**src/canaf_pkg.sv**
```systemverilog
// Package for the CAN acceptance filter bank.
// Holds sizes, register codes and the command and status types used by the controller, datapath and top level.
// No dependencies.
package canaf_pkg;

    localparam int MAX_ENTRIES  = 32;
    localparam int IDX_W        = (MAX_ENTRIES > 1) ? $clog2(MAX_ENTRIES) : 1;
    localparam int CNT_W        = $clog2(MAX_ENTRIES + 1);
    localparam int ACTIVE_W     = 6;
    localparam int EFF_W        = (CNT_W > ACTIVE_W) ? CNT_W : ACTIVE_W;
    localparam int ID_W         = 11;
    localparam int WORD_W       = 16;
    localparam int MIDX_W       = 5;
    localparam int ENTRY_W      = 2 * ID_W + 1;
    localparam int ID_LSB       = 2;
    localparam int RTR_POS      = 1;
    localparam int PADDR_W      = 3;
    localparam int PDATA_W      = 32;

    localparam logic [ACTIVE_W-1:0] ACTIVE_RESET = ACTIVE_W'(32);

    localparam logic [PADDR_W-3:0] REG_ACTIVE_ENTRIES = '0;

    localparam logic FUNC_WRITE  = 1'b0;
    localparam logic FUNC_LOOKUP = 1'b1;

    localparam logic STATUS_OK      = 1'b0;
    localparam logic STATUS_ILL_ARG = 1'b1;

    typedef struct packed {
        logic accept;
        logic scan_step;
        logic load_out;
    } dp_cmd_t;

    typedef struct packed {
        logic scan_done;
    } dp_stat_t;

endpackage

```
**src/canaf_ram.sv**
```systemverilog
// Generic single-port-write, single-port-read RAM with a registered read.
// Used for the filter entry store; no dependencies.
module canaf_ram #(
    parameter int WIDTH = 8,
    parameter int DEPTH = 32
) (
    input  logic                                          clk,
    input  logic                                          we,
    input  logic [((DEPTH > 1) ? $clog2(DEPTH) : 1)-1:0]  waddr,
    input  logic [WIDTH-1:0]                              wdata,
    input  logic                                          re,
    input  logic [((DEPTH > 1) ? $clog2(DEPTH) : 1)-1:0]  raddr,
    output logic [WIDTH-1:0]                              rdata
);

    logic [WIDTH-1:0] mem [DEPTH];

    always_ff @(posedge clk)
    begin
        if (we)
        begin
            mem[waddr] <= wdata;
        end
        if (re)
        begin
            rdata <= mem[raddr];
        end
    end

endmodule

```
**src/canaf_ctrl.sv**
```systemverilog
// Controller state machine of the CAN acceptance filter bank.
// Sequences accept, entry scan and result delivery; depends on canaf_pkg.
module canaf_ctrl (
    input  logic                clk,
    input  logic                rst_n,
    input  logic                in_valid,
    input  logic                func,
    output logic                in_stall,
    output logic                out_valid,
    input  logic                out_stall,
    input  canaf_pkg::dp_stat_t stat,
    output canaf_pkg::dp_cmd_t  cmd
);

    import canaf_pkg::*;

    typedef enum logic [2:0] {
        ST_IDLE   = 3'b001,
        ST_SCAN   = 3'b010,
        ST_RESULT = 3'b100
    } state_t;

    state_t state_reg, state_next;
    logic   out_valid_reg, out_valid_next;
    logic   out_free;

    assign out_free  = !out_valid_reg || !out_stall;
    assign in_stall  = (state_reg != ST_IDLE);
    assign out_valid = out_valid_reg;

    always_comb
    begin
        state_next    = state_reg;
        cmd.accept    = 1'b0;
        cmd.scan_step = 1'b0;
        cmd.load_out  = 1'b0;
        case (state_reg)
            ST_IDLE:
            begin
                if (in_valid)
                begin
                    cmd.accept = 1'b1;
                    state_next = (func == FUNC_LOOKUP) ? ST_SCAN : ST_RESULT;
                end
            end
            ST_SCAN:
            begin
                cmd.scan_step = 1'b1;
                if (stat.scan_done)
                begin
                    state_next = ST_RESULT;
                end
            end
            ST_RESULT:
            begin
                if (out_free)
                begin
                    cmd.load_out = 1'b1;
                    state_next   = ST_IDLE;
                end
            end
            default:
            begin
                state_next = ST_IDLE;
            end
        endcase
    end

    assign out_valid_next = cmd.load_out ? 1'b1 : (out_valid_reg && out_stall);

    always_ff @(posedge clk or negedge rst_n)
    begin
        if (!rst_n)
        begin
            state_reg     <= ST_IDLE;
            out_valid_reg <= 1'b0;
        end
        else
        begin
            state_reg     <= state_next;
            out_valid_reg <= out_valid_next;
        end
    end

endmodule

```
**src/canaf_dp.sv**
```systemverilog
// Datapath of the CAN acceptance filter bank: entry RAM, valid bits, scan counter,
// match compare and result registers. Depends on canaf_pkg and canaf_ram.
module canaf_dp (
    input  logic                                clk,
    input  logic                                rst_n,
    input  canaf_pkg::dp_cmd_t                  cmd,
    output canaf_pkg::dp_stat_t                 stat,
    input  logic [canaf_pkg::ACTIVE_W-1:0]      active_entries,
    input  logic                                func,
    input  logic [4:0]                          entry_index,
    input  logic [canaf_pkg::ID_W-1:0]          filter_id,
    input  logic [canaf_pkg::ID_W-1:0]          filter_mask,
    input  logic                                rtr_flag,
    input  logic [canaf_pkg::WORD_W-1:0]        received_word,
    output logic                                status,
    output logic                                matched,
    output logic [canaf_pkg::MIDX_W-1:0]        match_index,
    output logic                                dispatch
);

    import canaf_pkg::*;

    logic [EFF_W-1:0]       eff_count;
    logic [EFF_W-1:0]       active_ext;
    logic                   write_ok;
    logic                   ram_we;
    logic [IDX_W-1:0]       ram_waddr;
    logic [ENTRY_W-1:0]     ram_wdata;
    logic                   issue;
    logic [ENTRY_W-1:0]     ram_rdata;
    logic [ID_W-1:0]        rd_id;
    logic [ID_W-1:0]        rd_mask;
    logic                   rd_rtr;
    logic                   hit_raw;
    logic                   hit;

    logic [MAX_ENTRIES-1:0] valid_reg, valid_next;
    logic [EFF_W-1:0]       addr_reg, addr_next;
    logic                   pend_reg, pend_next;
    logic [IDX_W-1:0]       cmp_idx_reg;
    logic                   vrd_reg;
    logic [WORD_W-1:0]      word_reg;
    logic                   status_reg;
    logic                   matched_reg;
    logic [MIDX_W-1:0]      midx_reg;
    logic                   dispatch_reg;
    logic                   status_out_reg;
    logic                   matched_out_reg;
    logic [MIDX_W-1:0]      midx_out_reg;
    logic                   dispatch_out_reg;

    assign active_ext = EFF_W'(active_entries);
    assign eff_count  = (active_ext > EFF_W'(MAX_ENTRIES)) ? EFF_W'(MAX_ENTRIES) : active_ext;
    assign write_ok   = (EFF_W'(entry_index) < eff_count);
    assign ram_we     = cmd.accept && (func == FUNC_WRITE) && write_ok;
    assign ram_waddr  = IDX_W'(entry_index);
    assign ram_wdata  = {filter_id, rtr_flag, filter_mask};
    assign issue      = cmd.scan_step && (addr_reg < eff_count);

    canaf_ram #(
        .WIDTH (ENTRY_W),
        .DEPTH (MAX_ENTRIES)
    ) u_entry_ram (
        .clk   (clk),
        .we    (ram_we),
        .waddr (ram_waddr),
        .wdata (ram_wdata),
        .re    (issue),
        .raddr (addr_reg[IDX_W-1:0]),
        .rdata (ram_rdata)
    );

    assign rd_id   = ram_rdata[ENTRY_W-1 -: ID_W];
    assign rd_rtr  = ram_rdata[ID_W];
    assign rd_mask = ram_rdata[ID_W-1:0];

    // An entry never written is treated as ident 0 with mask all ones, so only a zero word matches it.
    always_comb
    begin
        if (vrd_reg)
        begin
            hit_raw = (((word_reg[ID_LSB +: ID_W] ^ rd_id) & rd_mask) == '0)
                      && (word_reg[RTR_POS] == rd_rtr);
        end
        else
        begin
            hit_raw = (word_reg == '0);
        end
    end

    assign hit            = pend_reg && hit_raw;
    assign stat.scan_done = hit || (!issue && !pend_reg);

    always_comb
    begin
        valid_next = valid_reg;
        addr_next  = addr_reg;
        pend_next  = pend_reg;
        if (ram_we)
        begin
            valid_next[ram_waddr] = 1'b1;
        end
        if (cmd.accept)
        begin
            addr_next = '0;
            pend_next = 1'b0;
        end
        else if (cmd.scan_step)
        begin
            addr_next = issue ? (addr_reg + EFF_W'(1)) : addr_reg;
            pend_next = issue;
        end
    end

    always_ff @(posedge clk or negedge rst_n)
    begin
        if (!rst_n)
        begin
            valid_reg <= '0;
            addr_reg  <= '0;
            pend_reg  <= 1'b0;
        end
        else
        begin
            valid_reg <= valid_next;
            addr_reg  <= addr_next;
            pend_reg  <= pend_next;
        end
    end

    always_ff @(posedge clk)
    begin
        if (issue)
        begin
            cmp_idx_reg <= addr_reg[IDX_W-1:0];
            vrd_reg     <= valid_reg[addr_reg[IDX_W-1:0]];
        end
        if (cmd.accept)
        begin
            word_reg     <= received_word;
            status_reg   <= ((func == FUNC_WRITE) && !write_ok) ? STATUS_ILL_ARG : STATUS_OK;
            matched_reg  <= 1'b0;
            midx_reg     <= '0;
            dispatch_reg <= 1'b0;
        end
        else if (cmd.scan_step && hit)
        begin
            matched_reg  <= 1'b1;
            midx_reg     <= MIDX_W'(cmp_idx_reg);
            dispatch_reg <= vrd_reg;
        end
        if (cmd.load_out)
        begin
            status_out_reg   <= status_reg;
            matched_out_reg  <= matched_reg;
            midx_out_reg     <= midx_reg;
            dispatch_out_reg <= dispatch_reg;
        end
    end

    assign status      = status_out_reg;
    assign matched     = matched_out_reg;
    assign match_index = midx_out_reg;
    assign dispatch    = dispatch_out_reg;

endmodule

```
**src/can_rx_acceptance_filter_bank_top.sv**
```systemverilog
// Top level of the CAN receive acceptance filter bank; depends on canaf_pkg, canaf_ctrl, canaf_dp.
// A write item goes from acceptance straight to the result state; a lookup item first scans up to
// N = min(active_entries, 32) entries through the one read port of the entry RAM,
// one entry per cycle, and stops at the first match. One item is in work at a time:
// the next can be accepted in the cycle after the result is loaded, even while it still waits.
// Reset clears all valid bits and sets active_entries to 32; no clearing pass is needed.
module can_rx_acceptance_filter_bank_top (
    input  logic                              clk,
    input  logic                              rst_n,
    input  logic                              psel,
    input  logic                              penable,
    input  logic                              pwrite,
    input  logic [canaf_pkg::PADDR_W-1:0]     paddr,
    input  logic [canaf_pkg::PDATA_W-1:0]     pwdata,
    output logic [canaf_pkg::PDATA_W-1:0]     prdata,
    output logic                              pready,
    input  logic                              in_valid,
    output logic                              in_stall,
    input  logic                              func,
    input  logic [4:0]                        entry_index,
    input  logic [canaf_pkg::ID_W-1:0]        filter_id,
    input  logic [canaf_pkg::ID_W-1:0]        filter_mask,
    input  logic                              rtr_flag,
    input  logic [canaf_pkg::WORD_W-1:0]      received_word,
    output logic                              out_valid,
    input  logic                              out_stall,
    output logic                              status,
    output logic                              matched,
    output logic [canaf_pkg::MIDX_W-1:0]      match_index,
    output logic                              dispatch
);

    import canaf_pkg::*;

    dp_cmd_t               cmd;
    dp_stat_t              stat;
    logic [ACTIVE_W-1:0]   active_reg, active_next;
    logic                   reg_wr;
    logic                   sel_active;

    assign pready     = 1'b1;
    assign sel_active = (paddr[PADDR_W-1:2] == REG_ACTIVE_ENTRIES);
    assign reg_wr     = psel && penable && pwrite && pready;
    assign active_next = (reg_wr && sel_active) ? pwdata[ACTIVE_W-1:0] : active_reg;
    assign prdata     = sel_active ? PDATA_W'(active_reg) : '0;

    always_ff @(posedge clk or negedge rst_n)
    begin
        if (!rst_n)
        begin
            active_reg <= ACTIVE_RESET;
        end
        else
        begin
            active_reg <= active_next;
        end
    end

    canaf_ctrl u_ctrl (
        .clk       (clk),
        .rst_n     (rst_n),
        .in_valid  (in_valid),
        .func      (func),
        .in_stall  (in_stall),
        .out_valid (out_valid),
        .out_stall (out_stall),
        .stat      (stat),
        .cmd       (cmd)
    );

    canaf_dp u_dp (
        .clk            (clk),
        .rst_n          (rst_n),
        .cmd            (cmd),
        .stat           (stat),
        .active_entries (active_reg),
        .func           (func),
        .entry_index    (entry_index),
        .filter_id      (filter_id),
        .filter_mask    (filter_mask),
        .rtr_flag       (rtr_flag),
        .received_word  (received_word),
        .status         (status),
        .matched        (matched),
        .match_index    (match_index),
        .dispatch       (dispatch)
    );

    a_busy_after_accept: assert property (@(posedge clk) disable iff (!rst_n)
        (in_valid && !in_stall) |=> in_stall)
        else $error("input not stalled after an item was accepted");

    a_load_sets_valid: assert property (@(posedge clk) disable iff (!rst_n)
        cmd.load_out |=> out_valid)
        else $error("result load did not raise out_valid");

    a_scan_only_busy: assert property (@(posedge clk) disable iff (!rst_n)
        cmd.scan_step |-> (in_stall && !cmd.accept))
        else $error("scan step while the input side is open");

    a_no_overwrite: assert property (@(posedge clk) disable iff (!rst_n)
        (out_valid && out_stall) |-> !cmd.load_out)
        else $error("pending result overwritten");

endmodule

```
**config.mk**
```make
export PLATFORM = sky130hd
export DESIGN_NAME = can_rx_acceptance_filter_bank_top
export DESIGN_NICKNAME = d
export VERILOG_FILES = /design/src/canaf_pkg.sv /design/src/canaf_ram.sv /design/src/canaf_ctrl.sv /design/src/canaf_dp.sv /design/src/can_rx_acceptance_filter_bank_top.sv
export SDC_FILE = /design/constraint.sdc
export NUM_CORES = 1
export LEC_CHECK = 0
export BUFFER_PORTS_ARGS = -buffer_cell sky130_fd_sc_hd__buf_4
export CAP_MARGIN = 20
export CORE_ASPECT_RATIO = 0.6
export CORE_MARGIN = 5
export CORE_UTILIZATION = 61
export CTS_CLUSTER_DIAMETER = 30
export DETAILED_ROUTE_END_ITERATION = 6
export HOLD_SLACK_MARGIN = 0.03
export PLACE_DENSITY = 0.87
export SKIP_LAST_GASP = 1
export SYNTH_ARGS = -nofsm -noshare
export SYNTH_HDL_FRONTEND = slang
export SYNTH_SLANG_ARGS = --single-unit
```
**constraint.sdc**
```tcl
create_clock -name clk -period 5 [get_ports clk]
set_input_delay 0.25 -clock clk [delete_from_list [all_inputs] [get_ports clk]]
set_output_delay 0.25 -clock clk [all_outputs]
set_load 0.02 [all_outputs]
```
Word level (Yosys, flattened, before mapping):

Memory sizes are Yosys's and may differ from the RTL's. A register that Yosys moved wholly into a read port is not among the register bits.
Cells that the tools add are included.

* memories: 1
* word-level logic and storage cells: 90
* RAM bits: 736
* bits of input ports: 87
* memory bits (read-only): 0
* latch bits: 0
* output and inout port bits: 43
* bits in registers: 87

* reduce and logical (&&, ||, !) cells: 26
* add/sub/neg operators: 1
* shift operators: 0
* equality and inequality tests: 8
* div/mod/pow operators: 0
* multiplexer cells: 26
* order comparisons: 6
* multiply operators: 0
* bitwise logic cells: 5

Memory list
* u_dp.u_entry_ram.mem: depth 32, bits a word 23, rd ports 1, clocked after Yosys merged registers in 1, write ports 1, line canaf_ram.sv:16 `logic [WIDTH-1:0] mem [DEPTH];`

Operators with widths (count)
* OR 32 bit: 1
* 2-to-1 mux 6 bit: 5
* zero test 16 bit: 1
* 2-to-1 mux 1 bit: 14
* logical AND 1 bit: 13
* less-than comparator 5 x 6 -> 1 bit (second input constant): 2
* 2-to-1 mux 3 bit: 4
* AND 11 bit: 1
* zero test 11 bit: 1
* XOR 11 bit: 1
* one-hot mux 3 bit (3 select lines): 1
* adder 6 x 1 -> 6 bit (second input constant): 1
* greater-than comparator 6 bit (second input constant): 1
* less-than comparator 5 x 6 -> 1 bit: 1
* less-than comparator 6 bit: 1
* binary-select mux 1 bit (select 5 bit): 1
* demux 1 bit (select 5 bit): 1
* greater-or-equal comparator 5 x 1 -> 1 bit (second input constant): 1
* zero test 1 bit: 5
* != test 2 bit (second input constant): 2
* nonzero test 2 bit: 2
* equality test 3 x 1 -> 1 bit (second input constant): 1
* equality test 3 x 2 -> 1 bit (second input constant): 1
* equality test 3 bit (second input constant): 1
* other kinds (7): 9

Depth between registers and ports, before layout:

Gate-level depths: netlist of run 1.

* depth after elaboration: 9
* gate-level depth with buffers: 10
* mapped depth without buffers: 9

Hierarchy:

Synthesis of run 1 repeated with hierarchy kept, for this count alone.

* cells, all modules: 1965
* area total of the unflattened synthesis: 33737.4 um2

By module, submodules not included
* canaf_ram: seq. area each 22791.9 um2, times used 1, area each 29473.3 um2, cells each 1619
* canaf_dp: seq. area each 2047.0 um2, times used 1, area each 3528.4 um2, cells each 273
* can_rx_acceptance_filter_bank_top: seq. area each 151.4 um2, times used 1, area each 505.5 um2, cells each 48
* canaf_ctrl: seq. area each 101.3 um2, times used 1, area each 230.2 um2, cells each 25

Worst setup path before layout of run 1:

No wires, ideal clock.

* path type: reg2reg
* from: reg active_reg[5]
* to: mem u_dp.u_entry_ram.mem[24][0] (netlist bit) (enable)
* data arrival time: 3.442 ns
* library setup time: 0.432 ns
* clock period less this slack: 3.874 ns
* path buffers: 1
* setup slack: 1.126 ns
* required time: 4.568 ns
* cell stages (with the launch flop): 10
* cells stage by stage: dfstp_2 > inv_1 > nand2_1 > ha_1 > a21o_1 > a21o_1 > a21oi_1 > nor3b_1 > clkbuf_1 > nor3_1

* longest elaborated chain between the ends: 6

Ends and longest elaborated chain
* start: declaration: line can_rx_acceptance_filter_bank_top.sv:37 `logic [ACTIVE_W-1:0] active_reg, active_next;`
* start signal: assignment: line can_rx_acceptance_filter_bank_top.sv:55 `active_reg <= active_next;`
* greater-than comparator 6 bit: line canaf_dp.sv:53 `assign eff_count = (active_ext > EFF_W'(MAX_ENTRIES)) ? EFF_W'(MAX_ENTRIES) : active_ext;`
* 2-to-1 mux 6 bit *: line canaf_dp.sv:53
* less-than comparator 5 x 6 -> 1 bit *: line canaf_dp.sv:54 `assign write_ok = (EFF_W'(entry_index) < eff_count);`
* logical AND 1 bit *: line canaf_dp.sv:55 `assign ram_we = cmd.accept && (func == FUNC_WRITE) && write_ok;`
* 2-to-1 mux 1 bit *: line canaf_ram.sv:20 `if (we)`
* 2-to-1 mux 1 bit (implied by the code) *: line canaf_ram.sv:22 `mem[waddr] <= wdata;`
* end: declaration: line canaf_ram.sv:16

Mark *: on every way between the ends. The rest lies on a longest branch, timed or not.

Worst setup path in the final report of run 1:

* from: reg active_reg[5]
* to: mem u_dp.u_entry_ram.mem[0][1] (netlist bit) (enable)

Same word-level chain as after synthesis.

==> results.toml, run 1 <==
[logic_synthesis]
yosysUniqueCellTypes = 46
syn_avg_cell_area_um2 = 22.6
yosysWarnings = 0
ys_top_cells_by_area = "edfxtp_1 72%, mux4_2 16%, dfrtp_1 3.6%"
syn_inst = 1454
async_flop_share_pct = 5.79
synth-seq-cells = 846
synthFlopType = "edfxtp_1"
yosysTopAreaCell = "edfxtp_1"
syn_area_um2 = 32900
synth_edf_count = 790
synth_top_area_share_pct = 72.2
synth_seq_area_share_pct = 76.3

[timing]
clock_skew_ps = 29.2
slew_headroom_pct = 28.9
period_share_pct = 68.5
fmax_mhz = 292
tns_ps = 0
setup_viol = 0
finalHoldViolCount = 0
min_period_ps = 3420
rsz0062_at_grt = "false"
worst-slew-pin-transition_ps = 1070
final-max-slew-violation-count = 0
hold-worst-slack_ps = 63.1

[floorplanning]
core_um2 = 52900
die_x_um = 310
dieArea_um2 = 58800
row_count = 65
start_util_pct = 62.1
ios = 130
fp.dieH_um = 190

[global_route]
antenna_found_initial = 2
grt_max_degree = 81
grt_pass1_vias = 17700
grt_pass1_wl_um = 125000
track_usage_pct = 30.0
grt_remaining_overflow = 0

[placed_design]
place_inst = 2222
hpwl_um = 45400
postPlaceCellArea_um2 = 34600
portBuffers = 74
gp_congestion = 0.800

[worst_setup_path]
critPathArrivalTime_ps = 3680
path_buf_inv = 3
crit_family = "buffers and inverters"
crit_chain = "inv_1, nand2_1, ha_1, a21o_1, a21o_1, a21oi_1, nor3b_2, buf_4, nor3_2, buf_4"
worst-setup-path-type = "reg2reg"
cp-end-kind = "flip-flop"
crit_fanout = 32
r2r-start = "active_reg[5]"
cp.required_ps = 5250
start_kind = "flip-flop"
crit_start = "active_reg[5]"
critPathSlowestCell = "dfstp_2"
slowest_delay_ps = 640

[hold_path]
min_from = "filter_mask[7]"
min_path_type = "in2reg"

[drt]
wl_per_cell_um = 36.0
drc = 0
drtPass1Iterations = 5
via_per_inst = 7.18
via_count = 17400
routed_wl_um = 87400
drtAntennaViolNets = 0
dr.first_iter.drc_count = 3070

[clock_tree]
cts_tree = "yes"
cts_made_buffers = 87
cts_num_sinks = 846
clockRootBuffer = "clkbuf_16"
cts.repair.resized = 0
clk_pin_slew_ps = 70
clk_latency_ps = 630
ctsLongestPathBuffers = 3
cts_htree_levels = 3

[layout]
final_cells = 2429
final_cell_mix = "790 x edfxtp_1, 240 x mux4_2, 140 x buf_4"
largest_reg_flops = 736
layout-drive-gt1-share_pct = 36.8
final_common_cell = "edfxtp_1"
fillers = 2731
syn_to_final_growth_pct = 15.6
fin_nets = 1753
multi_input_area_um2 = 7480
ff_latch_area_um2 = 25100
final_area_um2 = 38000

[flow_run]
max-cap-violations = 0

[power_and_ir_drop]
p_leak_nw = 12.2
powerDensity_nw_per_um2 = 440
ir_drop_v = 0.000654

[run_status]
outcome = "completed"
-- final cells by class --
type | count | share of cell area (%)
Tap cell | 703 | 2.31
Clock buffer | 94 | 5.85
Inverter | 5 | 0.0494
Sequential cell | 846 | 66.1
Multi-Input combinational cell | 525 | 19.7
Clock inverter | 64 | 1.83
Antenna cell | 1 | 0.00658
Timing Repair Buffer | 191 | 4.21
-- synthesized netlist by cell type, types with 2 or more instances --
cell type / instances
nand4b_1: 2
dfxtp_1: 7
and3_1: 2
or3_1: 2
xor2_1: 11
mux4_2: 240
mux2_2: 30
conb_1: 2
and2_1: 2
a21oi_1: 13
o21ai_0: 7
buf_2: 9
o32ai_1: 2
a2bb2oi_1: 2
ha_1: 10
buf_6: 3
nand4_1: 3
nor4_1: 6
nand2_1: 25
a22oi_1: 5
inv_1: 5
dfrtp_1: 47
dfstp_2: 2
clkbuf_1: 38
nor2_1: 19
nor3_1: 38
edfxtp_1: 790
or4_1: 2
buf_1: 17
nand3_1: 8
or3b_2: 2
a21o_1: 3
xnor2_1: 5
or2_2: 2
buf_4: 36
nand2b_1: 6
nor2b_1: 11
a31o_2: 32
-- metrics by stage --
| stage | util [%] | power (W) | worst slack (ps) |
|---|---|---|---|
| final | 71.8 | 0.0167 | 1580 |
| after CTS | 71.7 | 0.0166 | 1590 |
| after global routing | 71.8 | 0.0172 | 1460 |
| after detailed placement | 65.3 | 0.00995 | 1610 |
| after floorplan | - | 0.00941 | 1130 |
| after global placement | 65.3 | 0.00984 | 1630 |
-- worst paths after layout --
| path | to | slack (ps) | depth (start not counted) |
|---|---|---|---|
| max | u_dp.u_entry_ram.mem[0][1] | 1580 | 10 |
| min | u_dp.u_entry_ram.mem[13][7] | 60 | 1 |
| max reg2reg | u_dp.u_entry_ram.mem[0][1] | 1580 | 10 |
| min reg2reg | u_dp.match_index[2] | 450 | 0 |
| max in group asynchronous | u_dp.addr_reg[2] | 4290 | 2 |
| min in group asynchronous | u_dp.addr_reg[1] | 210 | 2 |
-- repair_timing --
item / in CTS / in global routing
setup buffers: 0 / 0
hold buffers: 45 / 0
endpoints found under the hold margin: 471 / 0
endpoints found under the setup margin: 0 / 0
-- logic make-up (layout without fill, tap and decap cells) --
| kind of cell | count (synthesis) | after routing | share of synthesized area [%] |
|---|---|---|---|
| AO/OA/AOI/OAI | 68 | 68 | 1.53 |
| XOR/XNOR | 16 | 16 | 0.426 |
| adder cells (fa/ha/maj) | 10 | 10 | 0.381 |
| buffers and inverters | 108 | 354 | 1.75 |
| flip-flops | 846 | 846 | 76.3 |
| multiplexers | 271 | 271 | 17.5 |
| other | 2 | 28 | 0.0228 |
| AND/OR/NAND/NOR | 133 | 133 | 2.07 |
-- where the power goes --
| group | total, W | internal [W] | switching [W] |
|---|---|---|---|
| Sequential | 0.00818 | 0.00796 | 0.000219 |
| Combinational | 0.00180 | 0.000845 | 0.000956 |
| Clock | 0.00673 | 0.00370 | 0.00303 |
-- layer usage --
metal | global-route usage (%) | wire length, µm | vias to the layer above
met4 | 9.44 | 3480 | 0
met5 | 0 | 0 | -
li1 | - | - | 6506
met3 | 7.34 | 11100 | 296
met1 | 41.6 | 30000 | 9010
met2 | 48.5 | 42800 | 1623
Note: power is estimated with default switching activity, not from simulation.
==> inputs of run 2 (changes only) <==
--- a/config.mk
+++ b/config.mk
@@ -9,11 +9,11 @@
 export CAP_MARGIN = 20
 export CORE_ASPECT_RATIO = 0.6
 export CORE_MARGIN = 5
-export CORE_UTILIZATION = 61
+export CORE_UTILIZATION = 55
 export CTS_CLUSTER_DIAMETER = 30
 export DETAILED_ROUTE_END_ITERATION = 6
 export HOLD_SLACK_MARGIN = 0.03
-export PLACE_DENSITY = 0.87
+export PLACE_DENSITY = 0.83
 export SKIP_LAST_GASP = 1
 export SYNTH_ARGS = -nofsm -noshare
 export SYNTH_HDL_FRONTEND = slang
==> constraint.sdc (replaced) <==
create_clock -name clk -period 2.9 [get_ports clk]
set_input_delay 0.145 -clock clk [delete_from_list [all_inputs] [get_ports clk]]
set_output_delay 0.145 -clock clk [all_outputs]
set_load 0.02 [all_outputs]
==> run 2 against run 1 <==
Utilization down 6.2 points; sequential share of layout area down 1.5 points; via count down 4.0%; non-clock buffer count up 25; first-iteration DRC count down 25%; worst setup slack worse by 1500 ps; hold slack better by 58 ps; combinational power up 90%; die area up 10%; largest cell class unchanged; clock-buffer cell count up 6; register-to-register slack worse by 1500 ps.
==> results.toml, run 2 (synthesized netlist as in run 1, its figures left out) <==
[global_route]
grt_pass1_vias = 17200
antenna_found_initial = 4
track_usage_pct = 25.3
grt_max_degree = 50
grt_remaining_overflow = 0
grt_pass1_wl_um = 119000

[timing]
worst-slew-pin-transition_ps = 1000
period_share_pct = 98.8
finalHoldViolCount = 0
setup_viol = 0
min_period_ps = 2860
slew_headroom_pct = 33.1
rsz0062_at_grt = "true"
clock_skew_ps = 27.9
fmax_mhz = 349
final-max-slew-violation-count = 0

[power_and_ir_drop]
p_leak_nw = 12.4
swShare_pct = 24.9
p_sw_w = 0.00713
pwr-share-comb_pct = 12.0
p_int_w = 0.0215
total_power_w = 0.0286
p_seq_share_pct = 48.8
powerDensity_nw_per_um2 = 737
ir_drop_v = 0.000562
power_frac_clock_pct = 39.2

[worst_setup_path]
cp-end-kind = "flip-flop"
timing.rr.end = "u_dp.u_entry_ram.mem[21][19]"
critPathArrivalTime_ps = 3160
rr_worst_depth = 7
r2r-start = "u_ctrl.state_reg[0]"
r2r_slack_ps = 40
start_kind = "flip-flop"
cp.required_ps = 3200
crit_start = "u_ctrl.state_reg[0]"
worst-setup-path-type = "reg2reg"
crit_fanout = 11

[drt]
routed_wl_um = 81000
drtPass1Iterations = 5
via_per_inst = 6.61
wl_per_cell_um = 32.0
drtAntennaViolNets = 0
via_count = 16700
drc = 0
dr.first_iter.drc_count = 2289

[placed_design]
hpwl_um = 45700
gp_congestion = 0.817
portBuffers = 74
place_inst = 2324
postPlaceCellArea_um2 = 35500

[layout]
fillers = 3502
largest_reg_flops = 736
final_cell_mix = "790 x edfxtp_1, 240 x mux4_2, 129 x buf_4"
ff_latch_area_um2 = 25100
final_cells = 2533
fin_nets = 1776
final_area_um2 = 38900
syn_to_final_growth_pct = 18.2
layout-drive-gt1-share_pct = 38.0
final_util_pct = 65.6
final_common_cell = "edfxtp_1"
multi_input_area_um2 = 7680

[floorplanning]
ios = 130
die_x_um = 326
dieArea_um2 = 64900
start_util_pct = 55.5
fp.dieH_um = 199
row_count = 69
core_um2 = 59200

[clock_tree]
clk_latency_ps = 640
cts_htree_levels = 3
cts_tree = "yes"
clockRootBuffer = "clkbuf_16"
clk_pin_slew_ps = 70
ctsLongestPathBuffers = 3
cts_num_sinks = 846
cts_made_buffers = 85

[run_status]
outcome = "completed"

[flow_run]
max-cap-violations = 0

[hold_path]
min_path_type = "in2async"
-- run 2: how the worst max path moves through the flow --
| stage | endpoint |
|---|---|
| floorplan | u_dp.u_entry_ram.mem[15][0] |
| global placement | u_dp.u_entry_ram.mem[30][21] |
| detailed placement | u_dp.u_entry_ram.mem[31][11] |
| CTS | u_dp.u_entry_ram.mem[18][5] |
| global route | u_dp.u_entry_ram.mem[20][20] |
| finish | u_dp.u_entry_ram.mem[21][19] |
-- run 2: worst max-delay path, cell delays in order (launching register included) --
cell,delay [ps]
dfstp_2,590
nand3b_1,110
or2_2,370
nor3_1,250
and2_1,320
nand2_1,300
nor3_4,270
buf_4,300
-- run 2: what timing repair did --
item | CTS | global route
gates resized for setup | 0 | 3
setup buffers | 0 | 0
hold endpoints to repair | 812 | 0
setup endpoints to repair | 0 | 240
hold buffers | 49 | 0
-- run 2: cell type report --
type	instances	share of cell area, %
antenna	3	0.0193
clock buffer	100	5.96
clock inverter	57	1.40
tap	781	2.51
inverter	5	0.0483
multi-input combinational	525	19.8
timing repair buffer	216	5.69
sequential	846	64.6
-- run 2: routing by layer --
| metal | vias up | track usage, % | wire (µm) |
|---|---|---|---|
| met5 | - | 0 | 0 |
| met4 | 0 | 5.73 | 1940 |
| met3 | 159 | 6.07 | 9290 |
| met2 | 1281 | 41.7 | 40000 |
| met1 | 8714 | 35.6 | 29700 |
| li1 | 6583 | - | - |
-- run 2: power by group through the flow --
stage | Combinational (W) | Clock, W | Sequential (W)
after detailed placement | 0.00326 | 0 | 0.0142
after floorplan | 0.00219 | 0 | 0.0141
final | 0.00342 | 0.0112 | 0.0140
after global routing | 0.00360 | 0.0119 | 0.0140
after global placement | 0.00315 | 0 | 0.0142
after CTS | 0.00340 | 0.0113 | 0.0140
-- run 2: per-stage QoR --
step                setup TNS, ps  setup WS, ps  hold slack, ps
floorplan                  -10670         -25.9            -151
global placement                0           186             178
detailed placement              0           119             190
CTS                             0          84.1            80.1
global route                -5450         -54.4             122
finish                          0          35.4             121
==> inputs of run 3 (changes only) <==
--- a/config.mk
+++ b/config.mk
@@ -13,7 +13,7 @@
 export CTS_CLUSTER_DIAMETER = 30
 export DETAILED_ROUTE_END_ITERATION = 6
 export HOLD_SLACK_MARGIN = 0.03
-export PLACE_DENSITY = 0.83
+export PLACE_DENSITY = 0.72
 export SKIP_LAST_GASP = 1
 export SYNTH_ARGS = -nofsm -noshare
 export SYNTH_HDL_FRONTEND = slang
==> run 3 against run 2 <==
Die area unchanged; register-to-register slack gained 80 ps; critical path depth is the same; cell count grew 1.8%; routed wire length decreased by 3.5%; worst setup slack improved by 79 ps; clock power grew 20%; sequential cell count did not move; sequential share of layout area fell by 1.7 points; largest cell class unchanged; largest power group unchanged.
==> results.toml, run 3 (synthesized netlist as in run 1, its figures left out) <==
[layout]
final_common_cell = "edfxtp_1"
syn_to_final_growth_pct = 21.4
largest_reg_flops = 736
layout-drive-gt1-share_pct = 39.3
final_area_um2 = 39900
fin_nets = 1804
final_cell_mix = "790 x edfxtp_1, 240 x mux4_2, 121 x buf_4"

[clock_tree]
clk_latency_ps = 660
ctsLongestPathBuffers = 3
cts_htree_levels = 3
cts_tree = "yes"
clk_pin_slew_ps = 70
cts_num_sinks = 846
clockRootBuffer = "clkbuf_16"
cts_made_buffers = 103

[drt]
drtPass1Iterations = 5
drc = 0
drtAntennaViolNets = 0
wl_per_cell_um = 30.3
via_count = 16300
routed_wl_um = 78100
via_per_inst = 6.33
dr.first_iter.drc_count = 2264

[power_and_ir_drop]
swShare_pct = 23.9
powerDensity_nw_per_um2 = 770
p_leak_nw = 12.9
p_sw_w = 0.00736
p_int_w = 0.0234
pwr-share-comb_pct = 11.0
power_frac_clock_pct = 43.6
p_seq_share_pct = 45.4
ir_drop_v = 0.000589

[global_route]
track_usage_pct = 24.5
grt_max_degree = 50
grt_pass1_wl_um = 115000
grt_pass1_vias = 16700
grt_remaining_overflow = 0
antenna_found_initial = 0

[floorplanning]
core_um2 = 59200
ios = 130
row_count = 69
fp.dieH_um = 199
start_util_pct = 55.5
die_x_um = 326
dieArea_um2 = 64900

[timing]
setup_viol = 0
period_share_pct = 96.1
tns_ps = 0
slew_headroom_pct = 36.8
rsz0062_at_grt = "false"
finalHoldViolCount = 0
final-max-slew-violation-count = 0
fmax_mhz = 359
worst-slew-pin-transition_ps = 947
min_period_ps = 2790
clock_skew_ps = 27.8

[worst_setup_path]
cp-end-kind = "flip-flop"
r2r_slack_ps = 110
critPathArrivalTime_ps = 3150
rr_worst_depth = 7
start_kind = "flip-flop"
crit_family = "simple AND/OR/NAND/NOR gates"
path_buf_inv = 1
cp.required_ps = 3260
r2r-start = "u_ctrl.state_reg[0]"
timing.rr.end = "u_dp.u_entry_ram.mem[22][8]"
critPathSlowestCell = "dfstp_2"
crit_chain = "nand3b_1, or2_2, nor3_1, and2_2, nand2_1, nor3_4, buf_4"
worst-setup-path-type = "reg2reg"
slowest_delay_ps = 530
crit_fanout = 6

[placed_design]
postPlaceCellArea_um2 = 35700
gp_congestion = 0.809
portBuffers = 74
hpwl_um = 45900

[hold_path]
min_path_type = "in2async"

[run_status]
outcome = "completed"

[flow_run]
max-cap-violations = 0
==> run 3: cell count changes in the layout (fill, tap and decap cells not counted), sizes merged <==
cell and change:
inv -6, diode -2, clkinvlp +3, buf +10, bufinv +11, clkinv +16, clkbuf +14
==> run 3: worst max path at each step <==
stage / cells past startpoint / end / start / slack (ps)
floorplan: 9 / u_dp.u_entry_ram.mem[15][0] / active_reg[5] / -30
global placement: 7 / u_dp.u_entry_ram.mem[16][21] / u_ctrl.state_reg[0] / 110
detailed placement: 8 / u_dp.u_entry_ram.mem[15][11] / u_ctrl.state_reg[0] / 70
CTS: 8 / u_dp.u_entry_ram.mem[13][11] / u_ctrl.state_reg[0] / 10
global route: 10 / u_dp.u_entry_ram.mem[1][21] / active_reg[5] / 3
finish: 7 / u_dp.u_entry_ram.mem[22][8] / u_ctrl.state_reg[0] / 110
==> run 3: layout make-up <==
type	count	area [µm²]
Tap cell	781	977
Timing Repair Buffer	226	2470
Antenna cell	1	2.50
Clock inverter	81	963
Sequential cell	846	25100
Fill cell	3581	19300
Inverter	5	18.8
Clock buffer	114	2670
Multi-Input combinational cell	525	7700
==> run 3: timing repair <==
action / in CTS / in global routing
hold buffers: 49 / 0
endpoints found under the setup margin: 0 / 416
gates resized for setup: 0 / 13
hold endpoints to repair: 820 / 0
setup buffers: 0 / 2
==> run 3: per-stage QoR <==
stage,hold slack [ps],utilization [%],setup slack [ps],std cells,total power (W)
after floorplan,-151,-,-25.9,1479,0.0163
after global placement,206,60.3,110,2332,0.0174
after detailed placement,216,60.3,68.7,2332,0.0175
after CTS,31.3,67.3,11.5,2576,0.0309
after global routing,71.8,67.4,2.98,2578,0.0318
final,55.2,67.4,114,2579,0.0307
==> run 3: routing by layer <==
layer / vias to the layer above / GRT usage [%] / routed length, µm
met2: 867 / 36.3 / 35400
met5: - / 0 / 0
met1: 8705 / 37.5 / 32900
met4: 0 / 5.70 / 1630
met3: 103 / 6.71 / 8240
li1: 6647 / - / -
==> run 3: power groups by stage <==
stage | logic (W) | registers [W] | clock network (W)
after floorplan | 0.00219 | 0.0141 | 0
after global placement | 0.00325 | 0.0142 | 0
after detailed placement | 0.00331 | 0.0142 | 0
after CTS | 0.00340 | 0.0139 | 0.0136
after global routing | 0.00361 | 0.0140 | 0.0142
final | 0.00340 | 0.0139 | 0.0134
